[src/rtl/core/linear_interp_resampler_unit_assert.svh]
// Assertion macros for the linear interpolation resampler.
// Used by linear_interp_resampler_unit.sv; no other dependencies.
`ifndef LINEAR_INTERP_RESAMPLER_UNIT_ASSERT_SVH
`define LINEAR_INTERP_RESAMPLER_UNIT_ASSERT_SVH
`ifndef SYNTH
`define LIR_ASSERT(lbl, clk, rstn, prop) \
  lbl: assert property (@(posedge clk) disable iff (!rstn) prop) \
    else $error("linear_interp_resampler_unit: assertion failed");
`define LIR_ASSERT_NEXT(lbl, clk, rstn, ante, cons) \
  lbl: assert property (@(posedge clk) disable iff (!rstn) (ante) |=> (cons)) \
    else $error("linear_interp_resampler_unit: assertion failed");
`else
`define LIR_ASSERT(lbl, clk, rstn, prop)
`define LIR_ASSERT_NEXT(lbl, clk, rstn, ante, cons)
`endif
`endif

[src/rtl/core/lir_ram.sv]
// Generic single-port-write, single-port-read RAM with registered read.
// No dependencies.
`timescale 1ns / 1ps

module lir_ram #(
  parameter int WIDTH = 8,
  parameter int DEPTH = 16
) (
  input  logic                     clk_i,
  input  logic                     we_i,
  input  logic [$clog2(DEPTH)-1:0] waddr_i,
  input  logic [WIDTH-1:0]         wdata_i,
  input  logic                     re_i,
  input  logic [$clog2(DEPTH)-1:0] raddr_i,
  output logic [WIDTH-1:0]         rdata_o
);

  logic [WIDTH-1:0] mem [DEPTH];
  logic [WIDTH-1:0] rdata_q;

  always_ff @(posedge clk_i) begin
    if (we_i) begin
      mem[waddr_i] <= wdata_i;
    end
    if (re_i) begin
      rdata_q <= mem[raddr_i];
    end
  end

  assign rdata_o = rdata_q;

endmodule

[config.mk]
export PLATFORM = sky130hd
export DESIGN_NAME = lir_ram
export DESIGN_NICKNAME = d
export VERILOG_FILES = /design/src/rtl/core/linear_interp_resampler_unit_assert.svh /design/src/rtl/core/lir_ram.sv
export SDC_FILE = /design/constraint.sdc
export NUM_CORES = 1
export LEC_CHECK = 0
export ABC_CLOCK_PERIOD_IN_PS = 2700
export BUFFER_PORTS_ARGS = -buffer_cell sky130_fd_sc_hd__buf_4
export CAP_MARGIN = 5
export CORE_ASPECT_RATIO = 0.6
export CORE_MARGIN = 4
export CORE_UTILIZATION = 42
export DETAILED_ROUTE_END_ITERATION = 8
export PLACE_DENSITY = 0.56
export SKIP_LAST_GASP = 1
export SYNTH_ARGS = -nofsm -noshare
export SYNTH_HDL_FRONTEND = slang
export SYNTH_SLANG_ARGS = --single-unit
[constraint.sdc]
create_clock -name clk_i -period 2.7 [get_ports clk_i]
set_clock_uncertainty 0.05 [all_clocks]
set_input_delay 0.54 -clock clk_i [delete_from_list [all_inputs] [get_ports clk_i]]
set_output_delay 0.54 -clock clk_i [all_outputs]
set_load 0.005 [all_outputs]
; Word-level counts from Yosys, hierarchy flattened
; Memory sizes are Yosys's and may differ from the RTL's. A register that Yosys moved wholly into a read port is not among the register bits.
; Cells that the tools add are included.
; Widths: inputs -> output; s select.
[classes]
n_mux = 2
[op_table]
columns = operator, count
row1 = $mux 1, 2
[word_totals]
regBits = 0
ram_bits = 128
input_bits = 19
out_inout_bits = 8
n_memories = 1
[mem_list]
columns = name, depth, word_bits, rd, rd_clocked_by_memory_dff, wr, line
row1 = mem, 16, 8, 1, 1, 1, lir_ram.sv:18  ; logic [WIDTH-1:0] mem [DEPTH];

; Logic depth before layout (Yosys ltp)
[logic_depth]
word_depth = 2
depth_mapped = 5
ltp_nobuf = 3

; Least setup slack after synthesis
; No wires, ideal clock.
[synth_timing]
kind = input port to flip-flop
from = in waddr_i[2]
to = mem mem[0][0] (enable)
t_arrival_ps = 1650
setup_slack_ps = 617
stages = 2
path_buffers = 0
path_cell_list = or3b_2 nor3_1
[synth_lines]
columns = item, line
row1 = "start, declared", lir_ram.sv:11  ; input logic [$clog2(DEPTH)-1:0] waddr_i,
row2 = "end, declared", lir_ram.sv:18
; No word-level cell before the write port.

==> impl_metrics.yaml <==
drt:
  routed-via-count: 2502
  firstDrtPassIters: 4
  ant_nets: 0
  drt-initial-drc-count: 204
  detail_route.wl_per_cell_um: 23.5
  routed_wl_um: 10800
  residual_drc_count: 0
  routed_via_density: 5.45
cts:
  insertion_delay_ns: 0.41
  cts_setup_buffers: 0
  cts_resized: 0
  cts-buffers-inserted: 17
  cts_hold_bufs: 0
  ctsRootBufferMaster: "clkbuf_16"
  numClockSinks: 136
  max-clock-path-buffers: 2
  tritoncts: "yes"
  h_tree_level_count: 4
  clkSlewWorstSetupHoldPaths_ns: 0.06
placed_design:
  final_replace_weighted_congestion: 0.767
  dp.cells: 430
  post-dp-hpwl_um: 7060
  placement.setup.worst_slack_ns: 0.387
  dpl_cell_area_sq_um: 5710
  buffer_ports.inserted: 26
timing:
  post-route-period-util: 0.697
  period_minus_slack_ns: 1.88
  timing.final.hold_violations: 0
  maxSlewHeadroom: 0.429
  max_slew.worst_pin.slew_ns: 0.854
  worst_slack_ns: 0.817
  timing.setup.tns_ns: 0
  max_freq_mhz: 531
  setup_viol: 0
  holdWs_ns: 0.392
  timing_max_transition_violations_final: 0
  grt_setup_unrepaired: "false"
finish:
  post_route_cells_drive_above_1_share: 0.310
  number_of_nets_in_the_finished_design: 303
  final_core_utilization: 0.512
  num_antenna_cells: 0
  nFillCells: 954
  layout.cells.non_filler: 459
  postLayoutCellArea_sq_um: 6200
  layout_stage_area_growth_over_the_synthesis_result_pct: 18.5
pwr:
  power_mw: 4.56
  power-per-cell-area_nw_per_um2: 735
  ir_worst_vdd_mv: 0.443
  power.leakage_nw: 2.08
synthesis:
  yosys.cell_types.count: 18
  post_synth_instance_area_sq_um: 5230
  synthTopCellsByArea: "edfxtp_1 78%, mux4_2 7.8%, mux4_1 7.0%"
  post_synth.cell_area_avg_sq_um: 22.8
  synth_nets: 248
  netlist.area_leader.share: 0.781
  ffs_latches_synth: 136
  yosys_warnings: 0
  netlist_instances: 229
  synthDominantAreaCellType: "edfxtp_1"
  synth_sequential_area_ratio: 0.781
die:
  floorplan.core_area_sq_um: 12100
  die_height_um: 94.4
  die-width_um: 152
  io-pin-count: 27
  placement_row_count: 31
  initial_cell_density_of_the_core: 0.432
  die-area_sq_um: 14400
critical_path:
  timing.setup.critical_path_class: "in2reg"
  critPathArrivalTime_ns: 1.98
  worst_setup_path_start_kind: "input pin"
  endpoint_kind: "register"
  path_max_fanout: 16
  timing.critical_path.required_ns: 2.79
worst_hold_path:
  min-delay-path-class: "in2reg"
grt:
  track_usage: 0.162
  grt_pass1_vias: 2559
  antenna_violations_before_repair: 0
  global_route.overflow_total: 0
  grt_max_degree: 33
  grt_pass1_wl_um: 16400
run:
  max-cap-violations: 0
outcome:
  run_status: "finished clean"
-- cells in the final DEF (no fill, tap or decap) --
cell type and n:
a22oi_1 16, and2_1 1, and2b_1 1, buf_12 1, buf_4 45, clkbuf_1 1, clkbuf_16 17, clkinv_1 2
clkinv_2 5, clkinvlp_4 4, edfxtp_1 136, mux4_1 14, mux4_2 18, nand2_1 9, nand2b_1 2, nand3_1 1
nand3b_1 2, nor2_1 13, nor2b_1 1, nor3_1 4, or3b_2 1
-- where the power goes --
part / switching [mW] / internal [mW]
combinational: 0.127 / 0.104
clock: 0.794 / 1.14
sequential: 0.0147 / 2.38
total: 0.936 / 3.62
-- flip-flops by register name, summed over array words and instances (netlist names) --
register  cells
mem         128
rdata_o       8
-- synth_stat cells, drive strengths merged --
cell,instances
or3b,1
nand2,9
clkdlybuf4s25,3
mux4,32
nand3,1
edfxtp,136
nor2,13
and2,1
nor2b,1
nand3b,2
nor3,4
a22oi,16
nand2b,2
buf,7
and2b,1
-- routing by layer --
metal	up-vias	track usage	part of all wire
met5	-	0	0
met4	0	0.0681	0.0080
met3	8	0.0435	0.088
met2	101	0.214	0.44
met1	1305	0.252	0.46
li1	1088	-	-
-- path summary, 6_finish.rpt --
| path | start | slack (ns) | depth (start not counted) | to |
|---|---|---|---|---|
| setup / recovery | raddr_i[0] | 0.82 | 5 | rdata_o[0]$_DFFE_PP_ |
| hold / removal | wdata_i[6] | 0.39 | 1 | mem[8][6]$_DFFE_PP_ |
| setup reg to reg | mem[9][1]$_DFFE_PP_ | 1.12 | 3 | rdata_o[1]$_DFFE_PP_ |
| hold reg to reg | mem[15][7]$_DFFE_PP_ | 0.71 | 3 | rdata_o[7]$_DFFE_PP_ |
-- critical path, stage by stage --
cell and delay (ns):
buf_4 0.29, buf_12 0.21, mux4_1 0.55, a22oi_1 0.26, nand2_1 0.12
-- cell families (layout without fill, tap and decap cells) --
| kind of cell | count (synthesis) | in the layout | synth area share |
|---|---|---|---|
| AND/OR/NAND/NOR | 35 | 35 | 0.0314 |
| multiplexers | 32 | 32 | 0.148 |
| flip-flops | 136 | 136 | 0.781 |
| buffers and inverters | 10 | 75 | 0.0165 |
| AO/OA/AOI/OAI | 16 | 16 | 0.0230 |
-- final cells by class --
type	instances	area (sq um)	area share
Multi-Input combinational cell	83	1060	0.171
Tap cell	165	206	0.0333
Clock inverter	11	62.6	0.0101
Clock buffer	18	429	0.0693
Sequential cell	136	4080	0.659
Timing Repair Buffer	46	358	0.0577
(Power assumes the default switching activity.)
