`src/rtl/core/linear_interp_resampler_unit_assert.svh`:
```
// Assertion macros for the linear interpolation resampler.
// Used by linear_interp_resampler_unit.sv; no other dependencies.
`ifndef LINEAR_INTERP_RESAMPLER_UNIT_ASSERT_SVH
`define LINEAR_INTERP_RESAMPLER_UNIT_ASSERT_SVH
`ifndef SYNTH
`define LIR_ASSERT(lbl, clk, rstn, prop) \
  lbl: assert property (@(posedge clk) disable iff (!rstn) prop) \
    else $error("linear_interp_resampler_unit: assertion failed");
`define LIR_ASSERT_NEXT(lbl, clk, rstn, ante, cons) \
  lbl: assert property (@(posedge clk) disable iff (!rstn) (ante) |=> (cons)) \
    else $error("linear_interp_resampler_unit: assertion failed");
`else
`define LIR_ASSERT(lbl, clk, rstn, prop)
`define LIR_ASSERT_NEXT(lbl, clk, rstn, ante, cons)
`endif
`endif

```
`src/rtl/core/lir_pkg.sv`:
```
// Package for the linear interpolation resampler: sizes, codes, state and
// control/status structs. No dependencies.
`timescale 1ns / 1ps

package lir_pkg;

  localparam int DEPTH       = 4096;
  localparam int SAMPLE_BITS = 24;
  localparam int TIME_BITS   = 32;
  localparam int IDX_W       = 16;
  localparam int TCNT_W      = 17;
  localparam int CFG_IDX_W   = 3;
  localparam int CFG_W       = (TIME_BITS > TCNT_W) ? TIME_BITS : TCNT_W;

  localparam int AW  = $clog2(DEPTH);       // store address / quotient bits
  localparam int QB  = AW;
  localparam int CW  = $clog2(DEPTH + 1);   // sample count
  localparam int FB  = SAMPLE_BITS + 1;     // sample difference bits
  localparam int NW  = (QB > FB) ? QB : FB; // divider numerator shift
  localparam int ITW = $clog2(NW);
  localparam int MB  = (IDX_W > FB) ? IDX_W : FB;
  localparam int PRW = TIME_BITS + MB;      // shared product
  localparam int PW  = IDX_W + TIME_BITS;   // index * step
  localparam int TW  = PW + 1;              // target time

  typedef enum logic [1:0] {
    CMD_CLEAR = 2'd0,
    CMD_LOAD  = 2'd1,
    CMD_QUERY = 2'd2
  } lir_cmd_e;

  typedef enum logic [CFG_IDX_W-1:0] {
    CFG_SRC_START = 3'd0,
    CFG_SRC_STEP  = 3'd1,
    CFG_TGT_START = 3'd2,
    CFG_TGT_STEP  = 3'd3,
    CFG_TGT_COUNT = 3'd4
  } lir_cfg_e;

  typedef enum logic [1:0] {
    ST_OK     = 2'd0,
    ST_EMPTY  = 2'd1,
    ST_BEYOND = 2'd2
  } lir_status_e;

  typedef enum logic [3:0] {
    S_IDLE, S_MUL, S_ADD, S_SUB, S_DCHK, S_DIV1, S_RNG, S_RD0,
    S_RD1, S_V1, S_MUL2, S_PRE2, S_DIV2, S_CALC, S_FIN
  } lir_state_e;

  typedef struct packed {
    logic idle;
    logic mul_idx;
    logic add_t;
    logic sub_t;
    logic div_init1;
    logic div_init2;
    logic div_step;
    logic rng;
    logic rd0;
    logic rd1;
    logic cap_v1;
    logic mul_r;
    logic calc;
    logic fin;
  } lir_ctrl_t;

  typedef struct packed {
    logic query_go;
    logic early;
    logic t_low;
    logic q_big;
    logic q_out;
    logic r_zero;
    logic out_free;
  } lir_stat_t;

endpackage

```
`src/rtl/core/lir_ctrl.sv`:
```
// Query sequencer for the resampler: state machine and divider step counter.
// Depends on lir_pkg.
`timescale 1ns / 1ps

module lir_ctrl (
  input  logic               clk_i,
  input  logic               rst_ni,
  input  lir_pkg::lir_stat_t stat_i,
  output lir_pkg::lir_ctrl_t ctrl_o
);

  lir_pkg::lir_state_e state_q, state_d;
  logic [lir_pkg::ITW-1:0] cnt_q, cnt_d;
  logic cnt_zero;

  assign cnt_zero = (cnt_q == '0);

  always_comb begin
    state_d = state_q;
    case (state_q)
      lir_pkg::S_IDLE: begin
        if (stat_i.query_go) begin
          state_d = stat_i.early ? lir_pkg::S_FIN : lir_pkg::S_MUL;
        end
      end
      lir_pkg::S_MUL:  state_d = lir_pkg::S_ADD;
      lir_pkg::S_ADD:  state_d = lir_pkg::S_SUB;
      lir_pkg::S_SUB:  state_d = stat_i.t_low ? lir_pkg::S_FIN : lir_pkg::S_DCHK;
      lir_pkg::S_DCHK: state_d = stat_i.q_big ? lir_pkg::S_FIN : lir_pkg::S_DIV1;
      lir_pkg::S_DIV1: begin
        if (cnt_zero) begin
          state_d = lir_pkg::S_RNG;
        end
      end
      lir_pkg::S_RNG:  state_d = stat_i.q_out ? lir_pkg::S_FIN : lir_pkg::S_RD0;
      lir_pkg::S_RD0:  state_d = lir_pkg::S_RD1;
      lir_pkg::S_RD1:  state_d = lir_pkg::S_V1;
      lir_pkg::S_V1:   state_d = stat_i.r_zero ? lir_pkg::S_FIN : lir_pkg::S_MUL2;
      lir_pkg::S_MUL2: state_d = lir_pkg::S_PRE2;
      lir_pkg::S_PRE2: state_d = lir_pkg::S_DIV2;
      lir_pkg::S_DIV2: begin
        if (cnt_zero) begin
          state_d = lir_pkg::S_CALC;
        end
      end
      lir_pkg::S_CALC: state_d = lir_pkg::S_FIN;
      lir_pkg::S_FIN: begin
        if (stat_i.out_free) begin
          state_d = lir_pkg::S_IDLE;
        end
      end
      default: state_d = lir_pkg::S_IDLE;
    endcase
  end

  always_comb begin
    cnt_d = cnt_q;
    case (state_q)
      lir_pkg::S_DCHK: cnt_d = lir_pkg::ITW'(lir_pkg::QB - 1);
      lir_pkg::S_PRE2: cnt_d = lir_pkg::ITW'(lir_pkg::FB - 1);
      lir_pkg::S_DIV1, lir_pkg::S_DIV2: begin
        if (!cnt_zero) begin
          cnt_d = cnt_q - lir_pkg::ITW'(1);
        end
      end
      default: cnt_d = cnt_q;
    endcase
  end

  always_comb begin
    ctrl_o           = '0;
    ctrl_o.idle      = (state_q == lir_pkg::S_IDLE);
    ctrl_o.mul_idx   = (state_q == lir_pkg::S_MUL);
    ctrl_o.add_t     = (state_q == lir_pkg::S_ADD);
    ctrl_o.sub_t     = (state_q == lir_pkg::S_SUB);
    ctrl_o.div_init1 = (state_q == lir_pkg::S_DCHK);
    ctrl_o.div_init2 = (state_q == lir_pkg::S_PRE2);
    ctrl_o.div_step  = (state_q == lir_pkg::S_DIV1) || (state_q == lir_pkg::S_DIV2);
    ctrl_o.rng       = (state_q == lir_pkg::S_RNG);
    ctrl_o.rd0       = (state_q == lir_pkg::S_RD0);
    ctrl_o.rd1       = (state_q == lir_pkg::S_RD1);
    ctrl_o.cap_v1    = (state_q == lir_pkg::S_V1);
    ctrl_o.mul_r     = (state_q == lir_pkg::S_MUL2);
    ctrl_o.calc      = (state_q == lir_pkg::S_CALC);
    ctrl_o.fin       = (state_q == lir_pkg::S_FIN);
  end

  always_ff @(posedge clk_i or negedge rst_ni) begin
    if (!rst_ni) begin
      state_q <= lir_pkg::S_IDLE;
      cnt_q   <= '0;
    end else begin
      state_q <= state_d;
      cnt_q   <= cnt_d;
    end
  end

endmodule

```
`config.mk`:
```
export PLATFORM = sky130hd
export DESIGN_NAME = lir_ctrl
export DESIGN_NICKNAME = d
export VERILOG_FILES = /design/src/rtl/core/linear_interp_resampler_unit_assert.svh /design/src/rtl/core/lir_pkg.sv /design/src/rtl/core/lir_ctrl.sv
export SDC_FILE = /design/constraint.sdc
export NUM_CORES = 1
export LEC_CHECK = 0
export BUFFER_PORTS_ARGS = -buffer_cell sky130_fd_sc_hd__buf_2
export CAP_MARGIN = 20
export CORE_AREA = 2 2 43 45
export DETAILED_ROUTE_END_ITERATION = 10
export DIE_AREA = 0 0 45 47
export GPL_ROUTABILITY_DRIVEN = 0
export PLACE_DENSITY = 0.77
export SLEW_MARGIN = 20
export SYNTH_ARGS = -nofsm -noshare
export SYNTH_HDL_FRONTEND = slang
export SYNTH_SLANG_ARGS = --single-unit
```
`constraint.sdc`:
```
create_clock -name clk_i -period 2.6 [get_ports clk_i]
set_input_delay 0.13 -clock clk_i [delete_from_list [all_inputs] [get_ports clk_i]]
set_output_delay 0.13 -clock clk_i [all_outputs]
set_load 0.05 [all_outputs]
```
-- Word-level counts from Yosys, hierarchy flattened
Cells that the tools add are included.
- add/subtract/negate cells: 1
- equal/unequal tests: 19
- mux-type cells: 12
- reduce and logical (&&, ||, !) cells: 7
- operator list (operator ; count):
    4-bit one-hot mux with 15 select lines ; 1
    4-bit two-way mux ; 8
    4-bit == test, second input constant ; 7
    4-bit by 3-bit == test with 1-bit output, second input constant ; 4
    5-bit one-hot mux with 3 select lines ; 1
    2-bit != test, second input constant ; 5
    4-bit by 2-bit == test with 1-bit output, second input constant ; 2
    5-bit logical NOT ; 1
    5-bit two-way mux ; 1
    5-bit by 1-bit subtractor with 5-bit output, second input constant ; 1
    4-bit by 1-bit == test with 1-bit output, second input constant ; 1
    4-bit logical NOT ; 1
    4-bit AND reduction ; 1
    3-bit two-way mux ; 1
    3-bit nonzero test ; 1
    2-bit AND reduction ; 1
    2-bit OR reduction ; 1
    1-bit logical OR ; 1
- register bits: 9
- input port bits: 9
- output and inout port bits: 14
- word-level logic and storage cells: 41

-- Depth between registers and ports, before layout
- depth in word-level cells: 4
- gate-level depth with buffers: 6
- mapped depth without buffers: 6

-- Least setup slack after synthesis
Ideal clock, no wire load.
- path type: reg-to-output
- from: register state_q[3]
- to: output ctrl_o[13] (netlist name)
- arrival time: 1.849 ns
- data required time: 2.470 ns
- slack: 0.621 ns
- cell stages (with the launch flop): 4
- path buffers: 1
- cells stage by stage: dfrtp_1 > or2_1 > clkbuf_2 > nor3_1
- RTL lines (element ; RTL line ; source):
    start: declaration ; lir_ctrl.sv:12 ; lir_pkg::lir_state_e state_q, state_d;
    start signal: assignment ; lir_ctrl.sv:90 ; state_q <= lir_pkg::S_IDLE;
    start signal: assignment ; lir_ctrl.sv:93 ; state_q <= state_d;
    end: declaration ; lir_ctrl.sv:9 ; output lir_pkg::lir_ctrl_t ctrl_o

==> impl_results.md <==
- Die Width: 45 um
- Ordered cell list for the critical path: xor2_1 -> and2_1 -> buf_2
- Syn avg cell area: 8.18 um^2
- Post-Route Skew: 0.0102 ns
- RSZ-0062 raised after global routing: false
- Overall routing resource usage: 20.5%
- # diodes: 0
- Synthesized flop and latch total: 9
- Slew HR: 57.7%
- Vias in the first global route: 687
- Final #Nets: 131
- Worst path required time: 2.47 ns
- DP Worst Slack: 0.766 ns
- Starting Density: 50.0%
- Arr. time, crit path: 1.84 ns
- Iteration-0 DRC count of the detailed router: 26
- Routed vias/inst: 5.99
- IO Port Bufs: 22
- Count leader, synth: nor2_1
- Register area share after synthesis: 27.3%
- VDD IR-drop max: 0.000763 V
- Max cap viols: 0
- Synth Warn #: 0
- Die height: 47 um
- DRT Pass-1 Iters: 4
- Final hold viol count: 0
- Cell accounting for the most synthesized area: dfrtp_1
- Design Power: 1290 uW
- First-pass GRT wire length: 3100 um
- Post-Layout Inst Area: 948 um^2
- Number of nets still failing antenna checks after routing: 0
- Final WS setup: 0.626 ns
- Htree depth: 1
- Crit share post-route: 75.9%
- Synth area leaders: dfrtp_1 (27%), nor2_1 (6.4%), nor3_1 (3.6%), nand2_1 (3.6%), a2111oi_4 (3.3%)
- Mapped Nets: 112
- Crit Path Class: reg2out
- CP top delay family: flip-flops
- Placed instance area: 912 um^2
- Remaining global-route overflow: 0
- Clk Latency, worst-skew pair: 0.26 ns
- Syn-to-layout area delta: 14.8%
- Worst setup SP type: flip-flop
- Final setup violation count: 0
- Worst path bufs/invs: 1
- CP endpoint kind: primary output
- Residual DRC: 0
- Main synth FF type: dfrtp_1
- IO Pins: 23
- Row cnt: 15
- Cell variety after synth: 44
- Largest net degree at the start of global routing: 20
- Worst-path clk slew: 0.06 ns
- Post-synth top cells: nor2_1 (14), dfrtp_1 (9), nand2_1 (8), inv_1 (6), nor3_1 (6)
- Outcome: finished clean
- Final Slew Violations: 0
- Cell leakage power: 0.000458 uW
- Tmin final: 1.97 ns
- Final hold slack: 0.193 ns
- Clk buf depth: 2
- Post-synth top area share: 27.3%
- Setup TNS: 0 ns
- Syn Inst Count: 101
- Critical path fanouts, max: 17
- Initial antenna violation count: 0
- WL final: 1920 um
- Mapped Area: 826 um^2
- Via count: 815
- Layout cell share with drive strength beyond 1: 27.7%
- Die footprint: 2120 um^2
- Core area: 1650 um^2
- Async SR Flop Fraction: 100%
- Pwr Density: 1360 nW/um^2
- WL/cell: 14.1 um
- CP max stage cell: dfrtp_1
- Tightest Pin Transition: 0.634 ns
- Hold Path Class: in2reg
- CTS root buf: clkbuf_4
- Peak Freq: 0.507 GHz
- Detail Placement HPWL: 1480 um
- Number of synthesized flops with an enable pin: 0
- Num CTS Buffers: 3
- CP max stage delay: 0.75 ns
- CTS tree: done
- CTS Sinks: 9
## report_power, final
part / switching (uW) / internal (uW) / total [uW]
logic: 546 / 286 / 832
clock network: 45.9 / 58.9 / 105
registers: 164 / 192 / 356
## placed cells by master (no fill, tap or decap), types with 3 or more instances in the layout
master | synthesis | final
nand2_1 | 8 | 8
nand3_1 | 4 | 4
dfrtp_1 | 9 | 9
nor3_1 | 6 | 6
inv_1 | 6 | 6
a21oi_1 | 5 | 5
buf_2 | 4 | 22
clkbuf_4 | 0 | 3
nor2_1 | 14 | 14
nand2b_1 | 3 | 3
## worst min-delay path: cells and delay by family
kind | cells | cell delay [ns]
and+or+nand+nor | 2 | 0.12
AOI/OAI and AO/OA | 1 | 0.07
buffers and inverters | 1 | 0.09
## through the flow
stage | std cells | utilization [%]
final | 136 | 57.4
after global routing | 136 | 57.4
after CTS | 136 | 57.4
after detailed placement | 131 | 55.2
after global placement | 131 | 55.2
after floorplan | 101 | -
## timing repair
action | CTS | global route
endpoints found under the hold margin | 9 | 0
setup buffers | 0 | 0
resized for setup | 0 | 0
hold buffers | 1 | 0
## cells by family after synthesis
group / count (synthesis) / synth area share (%)
simple gates: 47 / 31.1
compound gates: 24 / 25.8
buf+inv: 15 / 8.18
flops: 9 / 27.3
xor+xnor: 2 / 2.12
mux: 2 / 2.58
fa+ha+maj: 2 / 3.03
## layout make-up
type,instances,area (um^2)
fill,155,703
multi-input combinational,77,533
sequential,9,225
timing repair buffer,23,120
clock buffer,4,26.3
inverter,6,22.5
tap,17,21.3
## sequential cells by signal (all words and copies together) (netlist names)
register  cells
cnt_q         5
state_q       4
## metal layers
metal	vias up	global-route usage (%)	share of wire, %
li1	397	-	-
met1	385	27.3	45
met2	29	31.1	48
met3	4	4.62	5.5
met4	0	11.2	1.9
met5	-	0	0
## worst paths after layout
path                              end       start  slack (ns)  cells past startpoint
min in group asynchronous  state_q[0]      rst_ni        0.24                      2
setup reg to reg             cnt_q[1]  state_q[0]        0.74                      4
hold / removal             state_q[3]   stat_i[0]        0.19                      4
hold reg to reg              cnt_q[1]    cnt_q[1]        0.54                      1
setup / recovery            ctrl_o[7]  state_q[0]        0.63                      3
max in group asynchronous    cnt_q[0]      rst_ni        2.18                      2
(Power assumes the default switching activity.)
